### src/hw/rtl/neighbor_table_cam_defines.svh
// Assertion macros for the neighbor table block.
// No dependencies; included by files that carry concurrent checks.
`ifndef NEIGHBOR_TABLE_CAM_DEFINES_SVH
`define NEIGHBOR_TABLE_CAM_DEFINES_SVH
`ifndef SYNTH
`define NTC_ASSERT(label, clk, rst, prop, msg) \
  label: assert property (@(posedge clk) disable iff (rst) prop) else $error(msg);
`define NTC_ASSERT_NR(label, clk, prop, msg) \
  label: assert property (@(posedge clk) prop) else $error(msg);
`else
`define NTC_ASSERT(label, clk, rst, prop, msg)
`define NTC_ASSERT_NR(label, clk, prop, msg)
`endif
`endif

### src/hw/rtl/ntc_pkg.sv
// Package for the neighbor table: request kinds, status codes, defaults.
// No dependencies.
`timescale 1ns / 1ps
package ntc_pkg;
  localparam int ENTRIES_DEF  = 32;
  localparam int SESSIONS_DEF = 8;
  localparam int KEY_BITS_DEF = 64;
  localparam int SESS_W = 3;
  localparam int LONG_W = 64;
  localparam int SHORT_W = 16;
  localparam int KEYIN_W = 64;
  localparam int PAY_W = 32;
  localparam int META_W = 16;
  localparam int SLOT_W = 5;

  typedef enum logic [2:0] {
    K_INSERT = 3'd0, K_UPDATE = 3'd1, K_DELETE = 3'd2, K_SETMETA = 3'd3,
    K_FLONG = 3'd4, K_FSHORT = 3'd5, K_FKEY = 3'd6, K_CLEAR = 3'd7
  } kind_t;

  typedef enum logic [1:0] {
    ST_OK = 2'd0, ST_MISS = 2'd1, ST_FULL = 2'd2, ST_UNKNOWN = 2'd3
  } status_t;

  // match flags registered by each cell and read by the scanner
  typedef struct packed {
    logic hit_long;
    logic hit_short;
    logic hit_key;
    logic hit_free;
  } flags_t;
endpackage

### src/hw/rtl/ntc_scan.sv
// Serial priority scanner: walks the registered cell flags one slot a cycle.
// Depends on ntc_pkg.
`timescale 1ns / 1ps
module ntc_scan import ntc_pkg::*; #(
  parameter int ENTRIES = ENTRIES_DEF
) (
  input  logic                       clk,
  input  logic                       start_scan,
  input  logic [$clog2(ENTRIES)-1:0] idx,
  input  flags_t                     flag_in,
  output flags_t                     seen,
  output logic [$clog2(ENTRIES)-1:0] at_long,
  output logic [$clog2(ENTRIES)-1:0] at_short,
  output logic [$clog2(ENTRIES)-1:0] at_key,
  output logic [$clog2(ENTRIES)-1:0] at_free
);
  // first hit of each kind wins, scanned from slot 0 upward
  always_ff @(posedge clk) begin
    if (start_scan) begin
      seen <= '0;
    end else begin
      if (flag_in.hit_long && !seen.hit_long) begin
        seen.hit_long <= 1'b1; at_long <= idx;
      end
      if (flag_in.hit_short && !seen.hit_short) begin
        seen.hit_short <= 1'b1; at_short <= idx;
      end
      if (flag_in.hit_key && !seen.hit_key) begin
        seen.hit_key <= 1'b1; at_key <= idx;
      end
      if (flag_in.hit_free && !seen.hit_free) begin
        seen.hit_free <= 1'b1; at_free <= idx;
      end
    end
  end
endmodule

### config.mk
export PLATFORM = sky130hd
export DESIGN_NAME = ntc_scan
export DESIGN_NICKNAME = d
export VERILOG_FILES = /design/src/hw/rtl/neighbor_table_cam_defines.svh /design/src/hw/rtl/ntc_pkg.sv /design/src/hw/rtl/ntc_scan.sv
export SDC_FILE = /design/constraint.sdc
export NUM_CORES = 1
export LEC_CHECK = 0
export ABC_AREA = 1
export BUFFER_PORTS_ARGS = -buffer_cell sky130_fd_sc_hd__buf_2
export CAP_MARGIN = 0
export CELL_PAD_IN_SITES_DETAIL_PLACEMENT = 1
export CELL_PAD_IN_SITES_GLOBAL_PLACEMENT = 1
export CORE_UTILIZATION = 37
export CTS_BUF_LIST = sky130_fd_sc_hd__clkbuf_8 sky130_fd_sc_hd__clkbuf_16
export DETAILED_ROUTE_END_ITERATION = 8
export GPL_ROUTABILITY_DRIVEN = 0
export MAX_ROUTING_LAYER = met4
export PLACE_DENSITY_LB_ADDON = 0.05
export SYNTH_ARGS = -nofsm -noshare
export SYNTH_HDL_FRONTEND = slang
export SYNTH_SLANG_ARGS = --single-unit
### constraint.sdc
create_clock -name clk -period 1.6 [get_ports clk]
set_input_delay 0.24 -clock clk [delete_from_list [all_inputs] [get_ports clk]]
set_output_delay 0.24 -clock clk [all_outputs]
set_load 0.02 [all_outputs]
Word level (Yosys, flattened, before mapping)
Index checks and enable logic that the tools add are counted.
{ "word_totals": {"word_cells": 21, "register_bits": 24, "inputBits": 11, "out_inout_bits": 24} }
{ "classes": {"reduce_logical": 12, "n_bitwise": 1} }
{ "op_table": {"columns": ["op", "n"], "rows": [
  ["$reduce_and A2 Y1", 4],
  ["$logic_and A1 B1 Y1", 4],
  ["$logic_not A1 Y1", 4],
  ["$not A1 Y1", 1]
]} }

Depth between registers and ports, before layout
Gate-level depths: netlist (run 1).
{ "depth": {"word_depth": 3, "depth_mapped": 3, "ltp_nobuf": 3} }

Worst setup path after synthesis (run 1)
Ideal clock, no wire load.
{ "synth_timing": {"kind": "reg-to-reg", "startpoint": "register seen[0] in the netlist's numbering", "endpoint": "register at_free[0], enable pin", "arrival_time_ns": 0.653, "setup_ns": 0.320, "path_buffers": 0, "slack_ns": 0.627, "stages_incl_launch_ff": 4, "period_less_slack_ns": 0.973, "required_time_ns": 1.280, "path_cell_list": "dfxtp_1 -> inv_1 -> nand2_1 -> nor2_2"} }
{ "synth_via": {"elab_chain_cells": 3} }
{ "synth_rtl": {"columns": ["element", "line", "text"], "rows": [
  ["from (decl)", "ntc_scan.sv:11", "output flags_t seen,"],
  ["$logic_not A1 Y1", "ntc_scan.sv:31", "if (flag_in.hit_free && !seen.hit_free) begin"],
  ["$logic_and A1 B1 Y1", "ntc_scan.sv:31", null],
  ["$reduce_and A2 Y1 (no line)", null, null],
  ["to (signal assigned)", "ntc_scan.sv:32", "seen.hit_free <= 1'b1; at_free <= idx;"],
  ["to (decl)", "ntc_scan.sv:15", "output logic [$clog2(ENTRIES)-1:0] at_free"]
]} }
No other way between the ends.
A chain may end at the register's enable or synchronous reset.

Worst setup path after layout (run 1)
{ "layout_timing": {"startpoint": "register at_free[0]", "endpoint": "output at_free[0]"} }
No word-level cell between the ends.

==> results.yml, run 1 <==
outcome:
  status: "finished, final reports clean"
synth:
  synthXorXnorAreaFrac: 0
  synth_cell_types: 7
  synth_compound_area_frac: 0
  synth_enable_flop_cells: 20
  synthFlopType: "edfxtp_1"
  synth_cells: 45
  yosysMostFrequentCell: "edfxtp_1"
  yosys_register_bits: 24
  synth_top_area_frac: 0.763
  synthAdderAreaFrac: 0
  synthArstFlopShare: 0
  yosys-top-cells-area: "edfxtp_1, dfxtp_1, nor2_2"
  synth_common_cells: "edfxtp_1, nor2_2"
  synth_top_area_cell: "edfxtp_1"
  ys_seq_area_frac: 0.865
  ys_warn_count: 0
  synth.mux.area_fraction: 0
  syn_avg_cell_area_sq_um: 17.5
  syn_nets: 56
  synth-simple-area-share: 0.102
  syn_area_sq_um: 787
  synth_top_family_by_area: "simple AND/OR/NAND/NOR gates"
placement:
  port_buffers: 34
  dp.cells: 105
  dp_hpwl_um: 1160
critical_path:
  cp.depth: 1
  path_cells: "buf_2"
  cp.arrival_ps: 820
  required_ps: 1360
  path_buf_inv: 1
  crit_slowest_cell: "edfxtp_1"
  slowest_delay_ps: 390
  startpoint_type: "register"
  end_kind: "primary output"
  crit_type: "reg2out"
  crit_family: "flip-flops"
  reg2reg_depth: 3
  crit_fanout: 1
sta:
  rsz0062_at_grt: "false"
  slew_viol_final: 0
  setup_violations: 0
  max_freq_ghz: 0.943
  min_period_over_period: 0.663
  finalHoldViolCount: 0
  min_period_ps: 1060
  slew_headroom: 0.805
  tightest_slew_ps: 292
  fin_skew_ps: 2.61
  fin_tns_setup_ps: 0
job:
  drv_cap: 0
clock_tree:
  clockRootBuffer: "clkbuf_8"
  path_clk_slew_ps: 80
  ctsHoldBuffers: 0
  post_cts_buffers: 0
  cts_tree: "built"
  clkSinkCount: 24
  clockBufferDepth: 2
  ctsResizeCount: 0
  ctsHtreeMaxLevel: 1
  cts_made_buffers: 3
  clk_latency_ps: 260
finish:
  fin_cells: 109
  n_antenna_cell: 0
  nNetsFinal: 94
  fillers: 212
  final_layout_size_suffix_gt1_frac: 0.549
  area_growth_pct: 30.2
floorplan:
  die_width_um: 48.1
  num_io_pins: 35
  start_util: 0.397
  dieArea_sq_um: 2320
  fp.dieH_um: 48.1
  row_count: 16
  core_sq_um: 1980
power_and_ir_drop:
  p_leak_uw: 0.000431
  ir_drop_mv: 0.530
  power_density_nw_per_um2: 1140
drt:
  drtIter0Drc: 0
  vias: 468
  ant_nets: 0
  drt_pre_antenna_iters: 1
  drc: 0
  wl_um: 1440
  route.detailed.wl_per_inst_um: 13.2
  routed_via_density: 4.29
global_routing:
  antenna_found_initial: 0
  grt_usage: 0.142
  grt_pass1_wl_um: 1930
  grt_pass1_vias: 421
  grt-ovfl-total: 0
  grt_max_degree: 14
min_path:
  holdPathStages: 3
  holdCritPathClass: "in2reg"
## cell usage in the layout, fill, tap and decap left out
cell type  synthesis  layout
nand2_1            4       4
buf_2              0      34
clkbuf_8           0       3
dfxtp_1            4       4
inv_1              4       5
nor2_2             8       8
nor2_1             4       4
edfxtp_1          20      20
## logic make-up (layout without fill, tap and decap cells)
group                  count (synthesis)  count (layout)
and+or+nand+nor                       16              16
buffers and inverters                  5              42
DFF                                   24              24
## registers in the layout, summed over array words and instances (netlist names)
register  count
at_free       5
at_key        5
at_long       5
at_short      5
seen          4
## layer usage
layer  GRT usage  routed length, um  part of all wire
met1       0.151                605              0.42
met2       0.238                731              0.51
met3      0.0370                 92             0.064
met4      0.0833                 14            0.0097
met5           -                  0                 0
## worst paths after layout
| kind | startpoint | slack, ps | endpoint |
|---|---|---|---|
| max | at_free[0] | 540 | at_free[0] |
| min | flag_in[2] | 190 | seen[2] |
| max reg2reg | seen[3] | 620 | at_long[0] |
| min reg2reg | seen[2] | 500 | seen[2] |
## where the power goes
group	total [uW]	internal (uW)	switching, uW
registers	716	706	9.55
logic	107	33.7	73.4
clock network	349	171	178
## area by class of cell
type | count | area [sq um] | area share
Clock inverter | 1 | 3.75 | 0.00366
Clock buffer | 3 | 41.3 | 0.0403
Multi-Input combinational cell | 16 | 80.1 | 0.0781
Timing Repair Buffer | 34 | 170 | 0.166
Inverter | 4 | 15.0 | 0.0147
Tap cell | 27 | 33.8 | 0.0330
Sequential cell | 24 | 681 | 0.664
## worst register-to-register path, stage by stage (launching register included)
cell     delay (ps)
dfxtp_1         330
inv_1            50
nand2_1          50
nor2_2          240
## stage by stage
stage / power (uW) / hold slack (ps) / area [sq um] / setup slack, ps / util
floorplan: 792 / 339 / 787 / 627 / -
global placement: 838 / 461 / 980 / 573 / 0.494
detailed placement: 840 / 469 / 980 / 556 / 0.494
CTS: 1180 / 197 / 1020 / 524 / 0.517
global route: 1220 / 196 / 1020 / 500 / 0.517
finish: 1170 / 195 / 1020 / 540 / 0.517
Note: power is estimated with default switching activity, not from simulation.
==> run 2, diff against run 1 <==
Settings changed: ABC_AREA 1 to 0, CORE_UTILIZATION 37 to 32.
Clock period 1.6 ns to 0.9 ns, I/O delays scaled along.
==> results.yml, run 2 <==
min_path:
  holdPathStages: 1
  whs_endpoint: "at_free[2]"
  holdCritPathClass: "in2reg"
  hp-start: "idx[2]"
clock_tree:
  clockBufferDepth: 2
  clkSinkCount: 24
  cts_tree: "built"
  ctsHtreeMaxLevel: 1
  ctsHoldBuffers: 0
  path_clk_slew_ps: 80
  cts_made_buffers: 3
  clk_latency_ps: 250
  clockRootBuffer: "clkbuf_8"
critical_path:
  crit_slowest_cell: "dfxtp_4"
  regToRegSetupSlack_ps: -110
  r2r-end: "at_key[3]"
  cp.arrival_ps: 990
  slowest_delay_ps: 360
  r2r-start: "seen[1]"
  crit_type: "reg2reg"
  crit_fanout: 2
  required_ps: 880
  startpoint_type: "register"
  reg2reg_depth: 2
  end_kind: "register"
  path_cells: "nor3b_4, buf_4"
global_routing:
  grt-ovfl-total: 0
  grt_max_degree: 14
  grt_usage: 0.126
  grt_pass1_wl_um: 2160
  antenna_found_initial: 0
  grt_pass1_vias: 480
placement:
  dp_hpwl_um: 1090
  port_buffers: 34
synth:
  synth_cells: 32
  synth_cell_types: 4
  synth_enable_flop_cells: 20
  synth_top_area_frac: 0.800
  yosys-top-cells-area: "edfxtp_1, dfxtp_1, o21ba_1"
  syn_area_sq_um: 751
  synthArstFlopShare: 0
  synthFlopType: "edfxtp_1"
  yosys_register_bits: 24
  synth_common_cells: "edfxtp_1, dfxtp_1, nor3b_1, o21ba_1"
  synth_top_area_cell: "edfxtp_1"
  syn_nets: 43
  ys_warn_count: 0
  syn_avg_cell_area_sq_um: 23.5
  yosysMostFrequentCell: "edfxtp_1"
  ys_seq_area_frac: 0.907
sta:
  finalHoldViolCount: 0
  setup_violations: 44
  min_period_over_period: 1.12
  max_freq_ghz: 0.993
  fin_skew_ps: 2.90
  rsz0062_at_grt: "true"
  slew_viol_final: 0
  tightest_slew_ps: 317
  slew_headroom: 0.788
  holdWs_ps: 88.3
  min_period_ps: 1010
  worst_slack_ps: -107
drt:
  drc: 0
  ant_nets: 0
  drt_pre_antenna_iters: 2
  routed_via_density: 4.23
  drtIter0Drc: 2
  wl_um: 1470
  route.detailed.wl_per_inst_um: 13.2
  vias: 469
floorplan:
  core_sq_um: 2210
  die_width_um: 50.4
  num_io_pins: 35
  fp.dieH_um: 50.4
  start_util: 0.339
  row_count: 17
  dieArea_sq_um: 2540
power_and_ir_drop:
  p_leak_uw: 0.000534
  ir_drop_mv: 1.01
  power_density_nw_per_um2: 1730
finish:
  area_growth_pct: 68.3
  final_layout_size_suffix_gt1_frac: 0.699
  fillers: 215
  postLayoutCoreUtil: 0.571
  layout_common_cells: "edfxtp_1, buf_6, buf_2"
  nNetsFinal: 95
  n_antenna_cell: 0
outcome:
  violations: "negative setup slack"
  status: "complete, but fails checks"
job:
  drv_cap: 0
-- run 2: changes by cell type in the layout (fill, tap and decap cells not counted), moves of 5 or more --
cell	delta
buf_2	-15
buf_4	+8
inv_1	-5
nor2_2	-8
buf_6	+20
-- run 2: layer usage --
layer | up-vias | share of wire | track usage
met4 | 0 | 0.0054 | 0.0556
met3 | 2 | 0.059 | 0.0333
met1 | 219 | 0.42 | 0.132
met2 | 21 | 0.52 | 0.222
met5 | - | 0 | -
li1 | 227 | - | -
-- run 2: worst max-delay path by stage --
stage               start     endpoint  slack, ps
2_1_floorplan     seen[0]   at_free[0]        -40
3_3_place_gp   start_scan    at_key[2]       -120
3_5_place_dp   start_scan    at_key[4]       -130
4_1_cts           seen[0]   at_free[4]       -100
5_1_grt           seen[2]  at_short[3]       -140
6_report          seen[1]    at_key[3]       -110
-- run 2: per-stage QoR --
stage / TNS [ps] / instance area, sq um / power [uW] / worst slack (ps) / cells
after floorplan: -791 / 801 / 1410 / -39.6 / 32
after global placement: -1780 / 1070 / 1530 / -125 / 103
after detailed placement: -2090 / 1070 / 1540 / -131 / 103
after CTS: -2340 / 1190 / 2170 / -95.3 / 110
after global routing: -3840 / 1260 / 2260 / -138 / 111
final: -2400 / 1260 / 2180 / -107 / 111
-- run 2: area by class of cell --
type	instances	area (sq um)	area share
well taps	28	35.0	0.0277
flip-flops and latches	24	688	0.545
clock buffers	3	41.3	0.0327
multi-input cells	8	115	0.0911
clock inverters	1	3.75	0.00297
repair buffers	47	380	0.301
-- run 2: logic make-up (layout without fill, tap and decap cells) --
group	Yosys count	count (layout)	share of synthesized area
AND/OR/NAND/NOR	4	4	0.0400
buffers and inverters	0	51	0
flip-flops	24	24	0.907
AO/OA/AOI/OAI	4	4	0.0533
-- run 2: worst max-delay path, delay by kind of cell (launching register included) --
family | cells | cell delay, ps
buffers and inverters | 1 | 150
flip-flops | 1 | 360
AND/OR/NAND/NOR | 1 | 220
-- run 2: timing repair --
action,4_1_cts,5_1_grt
pin swaps,2,1
gates resized for setup,14,22
buffers inserted,3,1
setup endpoints to repair,44,44
-- run 2: where the power goes --
part | total, uW | leakage (uW) | internal [uW] | switching [uW]
Combinational | 292 | 0.000291 | 156 | 135
Sequential | 1280 | 0.000220 | 1260 | 26.4
Clock | 609 | 0.0000231 | 304 | 305
==> run 3, diff against run 2 <==
--- a/config.mk
+++ b/config.mk
@@ -18,2 +18,3 @@
 export PLACE_DENSITY_LB_ADDON = 0.05
+export RECOVER_POWER = 100
 export SYNTH_ARGS = -nofsm -noshare
==> constraint.sdc (replaced) <==
create_clock -name clk -period 0.9 [get_ports clk]
set_input_delay 0.045 -clock clk [delete_from_list [all_inputs] [get_ports clk]]
set_output_delay 0.045 -clock clk [all_outputs]
set_load 0.02 [all_outputs]
==> results.yml, run 3 (synthesis results as in run 2) <==
finish:
  final_layout_size_suffix_gt1_frac: 0.624
  n_antenna_cell: 0
  layout_common_cells: "edfxtp_1, clkbuf_2, buf_6"
  postLayoutCoreUtil: 0.551
  area_growth_pct: 62.3
  nNetsFinal: 97
floorplan:
  dieArea_sq_um: 2540
  row_count: 17
  die_width_um: 50.4
  fp.dieH_um: 50.4
  core_sq_um: 2210
  start_util: 0.339
  num_io_pins: 35
critical_path:
  regToRegSetupSlack_ps: -80
  reg2reg_depth: 2
  required_ps: 880
  crit_fanout: 2
  r2r-start: "seen[3]"
  cp.arrival_ps: 960
  r2r-end: "at_long[0]"
  startpoint_type: "register"
  end_kind: "register"
  crit_type: "reg2reg"
global_routing:
  grt-ovfl-total: 0
  grt_usage: 0.124
  antenna_found_initial: 0
  grt_pass1_vias: 458
  grt_pass1_wl_um: 2140
  grt_max_degree: 14
drt:
  route.detailed.wl_per_inst_um: 11.9
  vias: 475
  drt_pre_antenna_iters: 4
  drc: 0
  ant_nets: 0
  wl_um: 1350
  routed_via_density: 4.20
  drtIter0Drc: 6
power_and_ir_drop:
  finalPower_uw: 2240
  p_sw_frac: 0.204
  clockPowerShare: 0.308
  power_frac_comb: 0.120
  power_density_nw_per_um2: 1840
  internal-power_uw: 1780
  p_leak_uw: 0.000514
  seq_power_share: 0.571
  p_sw_uw: 457
  ir_drop_mv: 0.965
clock_tree:
  clkSinkCount: 24
  clk_latency_ps: 250
  path_clk_slew_ps: 80
  cts_tree: "built"
  clockBufferDepth: 2
  cts_made_buffers: 3
  ctsHtreeMaxLevel: 1
  clockRootBuffer: "clkbuf_8"
min_path:
  whs_endpoint: "seen[3]"
  holdPathStages: 2
  holdCritPathClass: "in2reg"
  hp-start: "flag_in[3]"
sta:
  fin_tns_setup_ps: -1370
  slew_headroom: 0.838
  worst_slack_ps: -81.6
  min_period_ps: 982
  fin_skew_ps: 1.93
  finalHoldViolCount: 0
  max_freq_ghz: 1.02
  setup_violations: 20
  min_period_over_period: 1.09
  slew_viol_final: 0
  rsz0062_at_grt: "true"
  tightest_slew_ps: 242
placement:
  dp_hpwl_um: 1030
  port_buffers: 34
  place_ws_ps: -113
job:
  drv_cap: 0
outcome:
  violations: "negative setup slack"
  status: "complete, but fails checks"
==> run 3: how the worst max path moves through the flow <==
stage	from	end	slack, ps
after global placement	seen[0]	at_free[2]	-90
after detailed placement	seen[1]	at_key[1]	-110
final	seen[3]	at_long[0]	-80
after global routing	seen[0]	at_free[2]	-120
after floorplan	seen[0]	at_free[0]	-40
after CTS	seen[0]	at_free[0]	-100
==> run 3: worst max-delay path, cell delays in order, from the launching register on <==
cell and delay (ps):
dfxtp_2 340, nor3b_4 220, buf_4 150
==> run 3: repair_timing <==
item,in CTS,in global routing
buffers inserted,2,0
pin swaps,2,0
gates resized for setup,12,1
hold buffers,1,2
endpoints found under the setup margin,24,23
endpoints found under the hold margin,4,5
==> run 3: area by class of cell <==
cell class	instances	area (sq um)
well taps	28	35.0
repair buffers	49	328
clock buffers	4	55.1
flip-flops and latches	24	686
fillers	228	993
multi-input cells	8	115
==> run 3: power groups by stage <==
| stage | sequential (uW) | combinational (uW) | clock, uW |
|---|---|---|---|
| floorplan | 1370 | 42.8 | 0 |
| global placement | 1300 | 232 | 0 |
| detailed placement | 1300 | 233 | 0 |
| CTS | 1280 | 268 | 711 |
| global route | 1280 | 290 | 756 |
| finish | 1280 | 270 | 690 |
==> run 3: layer usage <==
metal | routed length, um | share of wire | global-route usage
met1 | 558 | 0.41 | 0.135
met2 | 699 | 0.52 | 0.213
met3 | 80 | 0.059 | 0.0212
met4 | 8 | 0.0059 | 0.0694
met5 | 0 | 0 | -
==> run 3: metrics by stage <==
step | instance area [sq um] | std cells | hold slack (ps)
CTS | 1200 | 111 | 0.616
floorplan | 801 | 32 | 144
global route | 1220 | 113 | 6.47
detailed placement | 1080 | 104 | 268
finish | 1220 | 113 | 4.58
global placement | 1080 | 104 | 268
