**src/hw/rtl/neighbor_table_cam_defines.svh**
```systemverilog
// Assertion macros for the neighbor table block.
// No dependencies; included by files that carry concurrent checks.
`ifndef NEIGHBOR_TABLE_CAM_DEFINES_SVH
`define NEIGHBOR_TABLE_CAM_DEFINES_SVH
`ifndef SYNTH
`define NTC_ASSERT(label, clk, rst, prop, msg) \
  label: assert property (@(posedge clk) disable iff (rst) prop) else $error(msg);
`define NTC_ASSERT_NR(label, clk, prop, msg) \
  label: assert property (@(posedge clk) prop) else $error(msg);
`else
`define NTC_ASSERT(label, clk, rst, prop, msg)
`define NTC_ASSERT_NR(label, clk, prop, msg)
`endif
`endif

```
**src/hw/rtl/ntc_pkg.sv**
```systemverilog
// Package for the neighbor table: request kinds, status codes, defaults.
// No dependencies.
`timescale 1ns / 1ps
package ntc_pkg;
  localparam int ENTRIES_DEF  = 32;
  localparam int SESSIONS_DEF = 8;
  localparam int KEY_BITS_DEF = 64;
  localparam int SESS_W = 3;
  localparam int LONG_W = 64;
  localparam int SHORT_W = 16;
  localparam int KEYIN_W = 64;
  localparam int PAY_W = 32;
  localparam int META_W = 16;
  localparam int SLOT_W = 5;

  typedef enum logic [2:0] {
    K_INSERT = 3'd0, K_UPDATE = 3'd1, K_DELETE = 3'd2, K_SETMETA = 3'd3,
    K_FLONG = 3'd4, K_FSHORT = 3'd5, K_FKEY = 3'd6, K_CLEAR = 3'd7
  } kind_t;

  typedef enum logic [1:0] {
    ST_OK = 2'd0, ST_MISS = 2'd1, ST_FULL = 2'd2, ST_UNKNOWN = 2'd3
  } status_t;

  // match flags registered by each cell and read by the scanner
  typedef struct packed {
    logic hit_long;
    logic hit_short;
    logic hit_key;
    logic hit_free;
  } flags_t;
endpackage

```
**src/hw/rtl/ntc_cell.sv**
```systemverilog
// One table entry cell: stored entry plus its registered compare flags.
// Depends on ntc_pkg.
`timescale 1ns / 1ps
module ntc_cell import ntc_pkg::*; #(
  parameter int KEY_BITS = KEY_BITS_DEF
) (
  input  logic                clk,
  input  logic                rst,
  // probe broadcast to every cell
  input  logic [SESS_W-1:0]   sess,
  input  logic [LONG_W-1:0]   ext_addr,
  input  logic [SHORT_W-1:0]  nwk_addr,
  input  logic [KEY_BITS-1:0] key_value,
  input  logic                sess_ok,
  input  logic                probe,
  output flags_t              flags,
  // write commands
  input  logic                wr_ins,
  input  logic                wr_upd,
  input  logic                wr_meta,
  input  logic                wr_del,
  input  logic                wr_clr,
  input  logic [PAY_W-1:0]    payload,
  input  logic [META_W-1:0]   metadata_handle,
  output logic                valid,
  output logic [LONG_W-1:0]   e_long,
  output logic [SHORT_W-1:0]  e_short,
  output logic [KEY_BITS-1:0] e_key,
  output logic [PAY_W-1:0]    e_pay,
  output logic [META_W-1:0]   e_meta
);
  logic [SESS_W-1:0] owner;
  logic vis;

  assign vis = valid && owner == sess && sess_ok;

  always_ff @(posedge clk) begin
    if (rst) begin
      valid <= 1'b0;
      flags <= '0;
    end else begin
      if (probe) begin
        flags.hit_long  <= vis && e_long == ext_addr;
        flags.hit_short <= vis && e_short == nwk_addr;
        flags.hit_key   <= vis && e_key == key_value;
        flags.hit_free  <= !valid;
      end
      if (wr_ins) valid <= 1'b1;
      else if (wr_del || (wr_clr && vis)) valid <= 1'b0;
    end
  end

  always_ff @(posedge clk) begin
    if (wr_ins) begin
      owner <= sess;
      e_meta <= '0;
    end
    if (wr_ins || wr_upd) begin
      e_long <= ext_addr;
      e_short <= nwk_addr;
      e_key <= key_value;
      e_pay <= payload;
    end
    if (wr_meta) e_meta <= metadata_handle;
  end
endmodule

```
**config.mk**
```make
export PLATFORM = sky130hd
export DESIGN_NAME = ntc_cell
export DESIGN_NICKNAME = d
export VERILOG_FILES = /design/src/hw/rtl/neighbor_table_cam_defines.svh /design/src/hw/rtl/ntc_pkg.sv /design/src/hw/rtl/ntc_cell.sv
export SDC_FILE = /design/constraint.sdc
export NUM_CORES = 1
export LEC_CHECK = 0
export ABC_AREA = 1
export BUFFER_PORTS_ARGS = -buffer_cell sky130_fd_sc_hd__buf_2
export CELL_PAD_IN_SITES_DETAIL_PLACEMENT = 1
export CELL_PAD_IN_SITES_GLOBAL_PLACEMENT = 2
export CORE_MARGIN = 8
export CORE_UTILIZATION = 27
export CTS_CLUSTER_SIZE = 28
export DETAILED_ROUTE_END_ITERATION = 12
export GPL_ROUTABILITY_DRIVEN = 1
export PLACE_DENSITY = 0.89
export SLEW_MARGIN = 15
export SYNTH_ARGS = -nofsm -noshare
export SYNTH_HDL_FRONTEND = slang
export SYNTH_SLANG_ARGS = --single-unit
```
**constraint.sdc**
```tcl
create_clock -name clk -period 3.8 [get_ports clk]
set_input_delay 0.38 -clock clk [delete_from_list [all_inputs] [get_ports clk]]
set_output_delay 0.38 -clock clk [all_outputs]
set_load 0.05 [all_outputs]
```
* Yosys cells after proc, flatten, opt, wreduce, memory -nomap -nowiden
Index checks and enable logic that the tools add are counted. Widths: inputs -> output; s select.
Storage, ports and cells: register bits 200, output and inout port bits 197, logic and storage cells 30
Operators by class: equal/unequal tests 4, muxes and demuxes 4, reduce and logical (&&, ||, !) cells 11
Operators with widths (count):
- $eq 64x64->1 | 2
- $mux 16 | 2
- $eq 16x16->1 | 1
- $logic_and 1x1->1 | 6
- $reduce_bool 2->1 | 2
- $eq 3x3->1 | 1
- $logic_or 1x1->1 | 2
- $mux 1 | 2
- $logic_not 1->1 | 1

* Depth between registers and ports, before layout
Gate-level depths: netlist of the first run.
word-level depth 7, mapped depth 10

* Worst setup path after synthesis of the first run
No wires, ideal clock.
path type in2reg, start in wr_upd, end reg e_key[0] (enable), data arrival time 2529 ps, data required time 3338 ps, setup slack 809 ps, stages 1, path buffers 0, cells stage by stage or2_2
On the way: longest elaborated chain between the ends 1
RTL lines:
- from (decl) | RTL line ntc_cell.sv:19 | input logic wr_upd,
- $logic_or 1x1->1 | RTL line ntc_cell.sv:58 | if (wr_ins || wr_upd) begin
- to (signal assigned) | RTL line ntc_cell.sv:61 | e_key <= key_value;
- to (decl) | RTL line ntc_cell.sv:28 | output logic [KEY_BITS-1:0] e_key,
No other way between the ends. A chain may end at the register's enable or synchronous reset.

* Final worst setup path of the first run
start reg e_long[20], end reg flags[3] (netlist name)
On the way: longest elaborated chain between the ends 2
RTL lines:
- from (decl) | RTL line ntc_cell.sv:26 | output logic [LONG_W-1:0] e_long,
- from (signal assigned) | RTL line ntc_cell.sv:59 | e_long <= ext_addr;
- $eq 64x64->1 | RTL line ntc_cell.sv:43 | flags.hit_long <= vis && e_long == ext_addr;
- $logic_and 1x1->1 | RTL line ntc_cell.sv:43
- to (decl) | RTL line ntc_cell.sv:16 | output flags_t flags,
No other way between the ends.

==> results of run 1 <==
[per-stage QoR]
stage               util (%)  setup slack, ns  hold WS (ns)
floorplan                  -            0.809         0.449
global placement        35.6             1.85         0.450
detailed placement      35.6             1.78         0.467
CTS                     37.4             2.05        0.0764
global route            37.4             2.00        0.0784
finish                  37.4             2.16         0.110
[power by group through the flow]
stage | registers (mW) | logic (mW) | clock network (mW)
after floorplan | 3.48 | 0.266 | 0
after global placement | 2.79 | 1.39 | 0
after detailed placement | 2.81 | 1.41 | 0
after CTS | 2.76 | 1.41 | 1.91
after global routing | 2.79 | 1.48 | 1.98
final | 2.76 | 1.39 | 1.86
[flip-flops by register name (all words and copies together), names as in the netlist]
register	flops
e_meta	16
e_key	64
valid	1
e_short	16
flags	4
e_pay	32
e_long	64
owner	3
[Yosys cell counts]
cell,number
dfxtp_1,5
or2_2,5
nand2_2,2
nand4_1,2
a21oi_1,6
clkbuf_1,2
o21ai_1,1
a211oi_1,1
inv_2,1
o2bb2ai_1,1
nand3b_1,1
nand3_2,1
nor2_2,2
o21ai_0,29
inv_1,161
o22ai_1,1
nand2_1,228
xor2_1,20
nand3_1,17
nor2_1,114
xnor2_1,29
nor3_1,1
o2111ai_1,1
edfxtp_1,195
[layout make-up]
class	instances	area [um2]	share of cell area [%]
Antenna cell	1	2.50	0.0212
Sequential cell	200	5960	50.5
Tap cell	402	503	4.26
Timing Repair Buffer	403	2050	17.4
Clock inverter	9	118	0.997
Clock buffer	23	458	3.88
Inverter	162	608	5.15
Multi-Input combinational cell	462	2100	17.8
[layer usage]
layer  GRT usage (%)  vias up  share of wire (%)
met1            15.7     3314                 39
met3            6.55       28                8.7
met5               0        -               0.16
met2            26.9      247                 51
met4            4.27        6                1.5
li1                -     3448                  -
[worst paths after layout]
| path | from | end | slack, ns | depth (start not counted) |
|---|---|---|---|---|
| max | e_long[20] | flags[3] | 2.16 | 9 |
| min | payload[8] | e_pay[8] | 0.11 | 1 |
| min reg2reg | flags[2] | flags[2] | 0.48 | 2 |
| max reg2reg | e_long[20] | flags[3] | 2.16 | 9 |
[cell families after synthesis]
kind of cell           after synthesis
buffers and inverters              164
AO/OA/AOI/OAI                       40
flip-flops                         200
XOR/XNOR                            49
AND/OR/NAND/NOR                    373
[worst max-delay path: stages (launching register included)]
cell and delay (ns):
edfxtp_1 0.41, nor2_1 0.11, nor2_1 0.05, nor2_1 0.15, nand2_1 0.07, nor2_1 0.12
nand3_1 0.15, nor2_1 0.24, nand2_1 0.10, a21oi_1 0.15
==> summary.md, run 1 <==
| Metric | Value |
|---|---|
| Flop pwr share | `46.0%` |
| Antenna-violating nets left | `0` |
| Period minus WS final | `1.64 ns` |
| Synthesized instance count | `826` |
| Final instance area | `11800 um2` |
| Vias/cell | `4.24` |
| Area after DPL | `11200 um2` |
| Worst-path clk slew | `0.07 ns` |
| Max cap viols | `0` |
| CTS Sinks | `200` |
| Share of cells above drive strength 1 | `35.0%` |
| # resized after CTS | `0` |
| Main combinational cell family by area after synthesis | `simple AND/OR/NAND/NOR gates` |
| Final RePlAce weighted congestion | `0.776` |
| Root buffer cell | `clkbuf_16` |
| Num ports | `401` |
| PD cells | `509 nW/um2` |
| # rows | `65` |
| Highest Clock Rate | `0.611 GHz` |
| Complex-gate fraction of the synthesized area | `2.44%` |
| Fillers | `3739` |
| Die width | `195 um` |
| Synthesized cell area | `8670 um2` |
| Crit Path Max Fanout | `3` |
| CTS tree | `yes` |
| H-tree levels | `4` |
| Top post-synthesis cells by area | `edfxtp_1, nand2_1, inv_1, nor2_1, xnor2_1` |
| Longest Clk Path Bufs | `2` |
| Multiplexer share of the synthesized area | `0%` |
| Kind of end point of the critical path | `flop` |
| Pint | `3.98 mW` |
| Worst Tran Pin Value | `0.763 ns` |
| Final Max Tran Viols | `0` |
| Final Hold Viols | `0` |
| Leak Pwr | `5.83 nW` |
| Antenna violations before repair | `3` |
| Final period util | `43.1%` |
| DR WL/cell | `17.5 um` |
| DR DRC count | `0` |
| RSZ-0062 raised after global routing | `no` |
| Initial Utilization | `27.5%` |
| Inserted Clock Buffers | `17` |
| Crit Path Category | `reg2reg` |
| First-pass GRT wire length | `44.2 mm` |
| Synth Area in Adders | `0%` |
| Placed Cells | `1629` |
| Outcome | `completed` |
| Synth Net Count | `1030` |
| Final Net Count | `1450` |
| Drt pass-1 iters | `4` |
| First DRT Iteration DRCs | `230` |
| Total power | `6.00 mW` |
| Worst VDD drop | `0.371 mV` |
| Hold/Removal Path Class | `in2reg` |
| Critical Path RT | `4.16 ns` |
| Largest net degree at the start of global routing | `64` |
| Vias in the first global route | `7763` |
| Netlist cell types | `24` |
| Post-DP HPWL | `24.1 mm` |
| Post-synthesis simple-gate area fraction | `16.8%` |
| GRT Util Overall | `15.0%` |
| Clock Latency Late Sink | `0.45 ns` |
| Switching share of power | `33.8%` |
| Seq/Total Area, Yosys | `68.7%` |
| Vias | `7043` |
| Most frequent cells in the layout | `buf_2, nand2_1, edfxtp_1` |
| Setup TNS | `0 ns` |
| Worst EP arrival | `2.00 ns` |
| Power share of the clock group | `30.9%` |
| Total setup buffers inserted after CTS | `0` |
| Slew Limit Headroom | `49.2%` |
| Non-Filler Instances | `1662` |
| Clk_skew | `0.0159 ns` |
| Cts-stage hold buffer count | `0` |
| Die ar. | `38100 um2` |
| Synthesized area per cell | `10.5 um2` |
| Drt total wl | `29.1 mm` |
| Port buffer count | `400` |
| Synth-to-layout area growth | `36.0%` |
| Comb power frac | `23.1%` |
| YS warnings | `0` |
| CP startpoint kind | `flop` |
| Post-Synth XOR/XNOR Area | `4.95%` |
| Chip height | `195 um` |
| Yosys top cell area share | `67.5%` |
| Net Sw Power | `2.03 mW` |
| Final setup violation count | `0` |
| Most common cell after layout, fill and taps aside | `buf_2` |
| Congestion Overflow GR | `0` |
| Synth area leader | `edfxtp_1` |
| Core Area | `31600 um2` |
| FF+latch count, synth | `200` |
Note: power is estimated with default switching activity, not from simulation.
==> run 2: changes to the inputs <==
Settings changed: ABC_AREA 1 to 0, CORE_UTILIZATION 27 to 26, PLACE_DENSITY 0.89 to 0.85.
Clock period 3.8 ns to 1.3 ns, I/O delays scaled along.
==> summary.md, run 2 <==
| Metric | Value |
|---|---|
| Net Sw Power | `6.31 mW (was 2.03 mW)` |
| CTS Sinks | `200 (unchanged)` |
| FF+latch count, synth | `200 (unchanged)` |
| H-tree levels | `4 (unchanged)` |
| Worst Tran Pin Value | `0.392 ns (was 0.763 ns)` |
| Delay of the slowest critical-path stage | `0.56 ns (was 0.41 ns)` |
| Initial Utilization | `26.2% (was 27.5%)` |
| Period minus WS final | `1.72 ns (was 1.64 ns)` |
| Core Area | `30300 um2 (was 31600 um2)` |
| Outcome | `finished, violations left (was completed)` |
| DR WL/cell | `22.1 um (was 17.5 um)` |
| CP cell instances | `xor2_1 > or4_4 > buf_6 > nor4_2 > nand4_1 > o21ai_1 (was nor2_1 > nor2_1 > nor2_1 > nand2_1 > nor2_1 > nand3_1 > nor2_1 > nand2_1 > a21oi_1)` |
| Netlist cell types | `35 (was 24)` |
| Most frequent cells in the layout | `buf_2, dlygate4sd3_1, edfxtp_1 (was buf_2, nand2_1, edfxtp_1)` |
| Share of cells above drive strength 1 | `45.4% (was 35.0%)` |
| Crit Path Category | `reg2reg (unchanged)` |
| Yosys top cell area share | `74.0% (was 67.5%)` |
| Violated checks | `negative setup slack` |
| Buf/Inv on CP | `1 (was 0)` |
| Longest Clk Path Bufs | `2 (unchanged)` |
| Final setup violation count | `6 (was 0)` |
| Antenna violations before repair | `8 (was 3)` |
| Final Max Tran Viols | `0 (unchanged)` |
| Slowest cell on the critical path | `or4_4 (was edfxtp_1)` |
| Vias/cell | `4.37 (was 4.24)` |
| Clock Latency Late Sink | `0.43 ns (was 0.45 ns)` |
| Highest Clock Rate | `0.582 GHz (was 0.611 GHz)` |
| Worst-path clk slew | `0.08 ns (was 0.07 ns)` |
| Slew Limit Headroom | `73.6% (was 49.2%)` |
| Top post-synthesis cells by area | `edfxtp_1, xnor2_1, xor2_1, nand4_1, nor4_1 (was edfxtp_1, nand2_1, inv_1, nor2_1, xnor2_1)` |
| Kind of end point of the critical path | `flop (unchanged)` |
| RSZ-0062 raised after global routing | `yes (was no)` |
| Crit Path Max Fanout | `2 (was 3)` |
| Pint | `12.8 mW (was 3.98 mW)` |
| YS warnings | `0 (unchanged)` |
| Flop pwr share | `42.5% (was 46.0%)` |
| Most instantiated cells after synthesis | `edfxtp_1, xnor2_1, xor2_1 (was nand2_1, edfxtp_1, inv_1)` |
| Die width | `191 um (was 195 um)` |
| Critical Path RT | `1.66 ns (was 4.16 ns)` |
| GRT Util Overall | `18.5% (was 15.0%)` |
| Leak Pwr | `6.25 nW (was 5.83 nW)` |
| Final Net Count | `1386 (was 1450)` |
| Synthesized cell area | `7920 um2 (was 8670 um2)` |
| Vias in the first global route | `8172 (was 7763)` |
| Synth-to-layout area growth | `87.1% (was 36.0%)` |
| Synthesized instance count | `469 (was 826)` |
| Max cap viols | `0 (unchanged)` |
| Antenna-violating nets left | `0 (unchanged)` |
| Power share of the clock group | `28.7% (was 30.9%)` |
| Root buffer cell | `clkbuf_16 (unchanged)` |
| Inserted Clock Buffers | `17 (unchanged)` |
| Final Hold Viols | `0 (unchanged)` |
| # rows | `64 (was 65)` |
| Drt pass-1 iters | `4 (unchanged)` |
| Seq/Total Area, Yosys | `75.2% (was 68.7%)` |
| Asr flop ratio synth | `0% (unchanged)` |
| Port buffer count | `400 (unchanged)` |
| Fillers | `3154 (was 3739)` |
| Chip height | `191 um (was 195 um)` |
| Most common cell after layout, fill and taps aside | `buf_2 (unchanged)` |
| Worst VDD drop | `0.776 mV (was 0.371 mV)` |
| Synthesized area per cell | `16.9 um2 (was 10.5 um2)` |
| CTS tree | `yes (unchanged)` |
| First DRT Iteration DRCs | `255 (was 230)` |
| PD cells | `1290 nW/um2 (was 509 nW/um2)` |
| Top_reg_cell synth | `edfxtp_1 (unchanged)` |
| Synth Net Count | `673 (was 1030)` |
| Die ar. | `36300 um2 (was 38100 um2)` |
| Most common cell in the netlist | `edfxtp_1 (was nand2_1)` |
| Hold/Removal Path Class | `in2reg (unchanged)` |
| Largest net degree at the start of global routing | `47 (was 64)` |
| EDFF count, synth | `195 (unchanged)` |
| Synth area leader | `edfxtp_1 (unchanged)` |
| Switching share of power | `33.1% (was 33.8%)` |
| Comb power frac | `28.8% (was 23.1%)` |
| Final design utilization | `48.9% (was 37.4%)` |
| Num ports | `401 (unchanged)` |
| Clk_skew | `0.00834 ns (was 0.0159 ns)` |
| Vias | `6999 (was 7043)` |
| Worst EP arrival | `2.08 ns (was 2.00 ns)` |
| Largest regs | `e_key x64, e_long x64, e_pay x32 (unchanged)` |
| Congestion Overflow GR | `0 (unchanged)` |
| Top delay family on crit path | `simple AND/OR/NAND/NOR gates (unchanged)` |
| First-pass GRT wire length | `50.7 mm (was 44.2 mm)` |
| Final period util | `132% (was 43.1%)` |
| CP startpoint kind | `flop (unchanged)` |
| Drt total wl | `35.4 mm (was 29.1 mm)` |
| DR DRC count | `0 (unchanged)` |
| Post-DP HPWL | `23.6 mm (was 24.1 mm)` |
| Final RePlAce weighted congestion | `0.789 (was 0.776)` |
| Final setup margin | `-0.418 ns (was 2.16 ns)` |
| Setup TNS | `-1.06 ns (was 0 ns)` |
run 2: cell families (layout without fill, tap and decap cells):
group           count (synthesis)  after routing  synth area share (%)
flops                         200            200                  75.2
xor+xnor                      116            116                  12.8
simple gates                   88             88                  7.08
compound gates                 34             34                  3.40
buf+inv                        31            757                  1.47
other cells                     0              9                     0
run 2: layer usage:
layer	up-vias	part of all wire, %	track usage [%]
met4	2	3.0	7.67
met5	-	0.037	0
li1	3201	-	-
met3	50	6.7	5.63
met1	3486	35	18.6
met2	260	55	34.8
run 2: layout make-up:
type	instances	area (um2)	share of cell area, %
clock inverter	14	148	0.997
tap	396	495	3.34
timing repair buffer	695	5740	38.7
antenna	9	22.5	0.152
sequential	200	5960	40.2
inverter	30	113	0.760
clock buffer	18	429	2.90
multi-input combinational	238	1910	12.9
run 2: through the flow:
| stage | worst slack (ns) | total power [mW] | cell area, um2 | std cells | hold slack (ns) |
|---|---|---|---|---|---|
| 6_report | -0.418 | 19.1 | 14800 | 1600 | 0.0440 |
| 2_1_floorplan | -0.546 | 10.8 | 7920 | 469 | 0.195 |
| 3_3_place_gp | -0.661 | 12.4 | 11200 | 1356 | 0.307 |
| 5_1_grt | -0.511 | 19.7 | 14800 | 1598 | 0.0312 |
| 4_1_cts | -0.478 | 19.0 | 14500 | 1588 | 0.0114 |
| 3_5_place_dp | -0.720 | 12.5 | 11200 | 1356 | 0.308 |
run 2: worst register-to-register path, stage by stage (launching register included):
cell      delay (ns)
edfxtp_1        0.39
xor2_1          0.20
or4_4           0.56
buf_6           0.14
nor4_2          0.12
nand4_1         0.11
o21ai_1         0.14
run 2: power by group through the flow:
stage               Combinational, mW  Sequential (mW)  Clock (mW)
floorplan                       0.677             10.2           0
global placement                 4.27             8.15           0
detailed placement               4.33             8.20           0
CTS                              5.29             8.07        5.63
global route                     5.71             8.18        5.85
finish                           5.49             8.11        5.48
run 2: worst paths after layout:
path | slack [ns] | to | depth (start not counted) | from
setup / recovery | -0.42 | flags[3] | 6 | owner[1]
hold / removal | 0.04 | valid | 3 | rst
setup reg to reg | -0.42 | flags[3] | 6 | owner[1]
hold reg to reg | 0.47 | flags[3] | 2 | flags[3]
run 2: timing repair:
item | in CTS | in global routing
endpoints found under the setup margin | 63 | 119
gates cloned | 0 | 2
hold buffers | 197 | 0
gates resized for setup | 210 | 67
setup buffers | 20 | 28
endpoints found under the hold margin | 198 | 0
pin swaps | 9 | 4
==> run 3: changes to the inputs <==
Settings changed: CAP_MARGIN set to 40, CORE_UTILIZATION 26 to 32, PLACE_DENSITY 0.85 to 0.95.
Clock period 1.3 ns to 2.1 ns, I/O delays scaled along.
==> summary.md, run 3 (synthesis gave the netlist of run 2 again) <==
| Metric | Value |
|---|---|
| Outcome | `completed (was finished, violations left)` |
| Die width | `173 um (was 191 um)` |
| Critical R2R Launch | `owner[2] (was owner[1])` |
| Worst Tran Pin Value | `0.488 ns (was 0.392 ns)` |
| Most frequent cells in the layout | `buf_2, edfxtp_1, dlygate4sd3_1 (was buf_2, dlygate4sd3_1, edfxtp_1)` |
| Crit Path Category | `in2reg (was reg2reg)` |
| Vias in the first global route | `7726 (was 8172)` |
| Crit Path Max Fanout | `2 (unchanged)` |
| # rows | `57 (was 64)` |
| Final Net Count | `1281 (was 1386)` |
| CTS Sinks | `200 (unchanged)` |
| Final setup margin | `0.180 ns (was -0.418 ns)` |
| Fillers | `2536 (was 3154)` |
| Pint | `7.35 mW (was 12.8 mW)` |
| Synth-to-layout area growth | `62.6% (was 87.1%)` |
| Most common cell after layout, fill and taps aside | `buf_2 (unchanged)` |
| Hold/Removal Path Class | `in2reg (unchanged)` |
| Chip height | `173 um (was 191 um)` |
| Period minus WS final | `1.92 ns` |
| Worst EP arrival | `2.27 ns (was 2.08 ns)` |
| Inserted Clock Buffers | `17 (unchanged)` |
| Final RePlAce weighted congestion | `0.783 (was 0.789)` |
| Post-DP HPWL | `21.5 mm (was 23.6 mm)` |
| First DRT Iteration DRCs | `266 (was 255)` |
| RSZ-0062 raised after global routing | `no (was yes)` |
| Share of cells above drive strength 1 | `41.2% (was 45.4%)` |
| Drt total wl | `32.8 mm (was 35.4 mm)` |
| Critical Path RT | `2.45 ns (was 1.66 ns)` |
| Largest net degree at the start of global routing | `52 (was 47)` |
| Root buffer cell | `clkbuf_16 (unchanged)` |
| Initial Utilization | `32.6% (was 26.2%)` |
| Slew Limit Headroom | `67.2% (was 73.6%)` |
| Port buffer count | `400 (unchanged)` |
| DR WL/cell | `23.1 um (was 22.1 um)` |
| Largest regs | `e_key x64, e_long x64, e_pay x32 (unchanged)` |
| GRT Util Overall | `21.3% (was 18.5%)` |
| Leak Pwr | `5.40 nW (was 6.25 nW)` |
| Setup TNS | `0 ns (was -1.06 ns)` |
| Power share of the clock group | `30.4% (was 28.7%)` |
| # resized after CTS | `0 (was 210)` |
| Net Sw Power | `3.86 mW (was 6.31 mW)` |
| Antenna-violating nets left | `0 (unchanged)` |
| Switching share of power | `34.4% (was 33.1%)` |
| Final instance area | `12900 um2 (was 14800 um2)` |
| Vias/cell | `4.68 (was 4.37)` |
| CP startpoint | `sess[2] (was owner[1])` |
| Final Hold Viols | `0 (unchanged)` |
| Comb power frac | `24.9% (was 28.8%)` |
| Final period util | `91.4%` |
| Clk_skew | `0.0165 ns (was 0.00834 ns)` |
| Flop pwr share | `44.7% (was 42.5%)` |
| DR DRC count | `0 (unchanged)` |
| Congestion Overflow GR | `0 (unchanged)` |
| Num ports | `401 (unchanged)` |
| Area after DPL | `10500 um2 (was 11200 um2)` |
| CTS tree | `yes (unchanged)` |
| Die ar. | `30000 um2 (was 36300 um2)` |
| PD cells | `871 nW/um2 (was 1290 nW/um2)` |
| H-tree levels | `4 (unchanged)` |
| CP startpoint kind | `input pin (was flop)` |
| Vias | `6640 (was 6999)` |
| Core Area | `24300 um2 (was 30300 um2)` |
| Hold_sp | `rst (unchanged)` |
| R2r setup slk | `0.23 ns (was -0.42 ns)` |
| Antenna violations before repair | `5 (was 8)` |
| Clock Latency Late Sink | `0.44 ns (was 0.43 ns)` |
| Total power | `11.2 mW (was 19.1 mW)` |
| Worst VDD drop | `0.488 mV (was 0.776 mV)` |
| Highest Clock Rate | `0.521 GHz` |
| Worst-path clk slew | `0.07 ns (was 0.08 ns)` |
| Max cap viols | `0 (unchanged)` |
| First-pass GRT wire length | `49.0 mm (was 50.7 mm)` |
| Worst hold slack | `0.0384 ns (was 0.0440 ns)` |
| Final setup violation count | `0 (was 6)` |
| Post-place setup slack | `0.180 ns (was -0.720 ns)` |
| Drt pass-1 iters | `6 (was 4)` |
| Longest Clk Path Bufs | `2 (unchanged)` |
| Kind of end point of the critical path | `flop (unchanged)` |
| Final Max Tran Viols | `0 (unchanged)` |
-- run 3: final timing paths --
path	end	cells after the start
max reg2reg	flags[1]	5
min	flags[2]	2
max	flags[1]	7
min reg2reg	flags[3]	2
-- run 3: area by class of cell --
cell class,instances,area [um2],area share [%]
well taps,324,405,3.15
inverters,30,113,0.874
clock inverters,15,179,1.39
clock buffers,17,425,3.30
multi-input cells,238,1850,14.4
diodes,5,12.5,0.0972
flip-flops and latches,200,5960,46.2
repair buffers,590,3940,30.6
-- run 3: what timing repair did --
action                    in CTS  in global routing
setup buffers                  0                  0
hold endpoints to repair     179                  0
hold buffers                 179                  0
-- run 3: layer usage --
metal	global-route usage [%]	routed length [um]	up-vias
met5	0	0	-
met4	8.88	906	0
met3	7.04	2370	50
met2	41.4	18500	308
met1	20.0	11100	3301
li1	-	-	2981
-- run 3: worst max-delay path, cell delays in order --
cell and delay, ns:
dlygate4sd3_1 0.54, buf_2 0.14, xor2_1 0.19, or4_1 0.60
nor3_1 0.27, nand4_1 0.14, o31ai_2 0.18
-- run 3: metrics by stage --
stage / cells / utilization [%]
final: 1419 / 53.0
after global routing: 1419 / 53.0
after CTS: 1414 / 52.9
after detailed placement: 1203 / 43.0
after global placement: 1203 / 43.0
after floorplan: 469 / -
-- run 3: power groups by stage --
stage	Combinational (mW)	Clock [mW]	Sequential, mW
floorplan	0.419	0	6.30
global route	2.91	3.64	5.06
detailed placement	2.47	0	5.07
finish	2.79	3.41	5.02
CTS	2.75	3.48	4.99
global placement	2.44	0	5.05
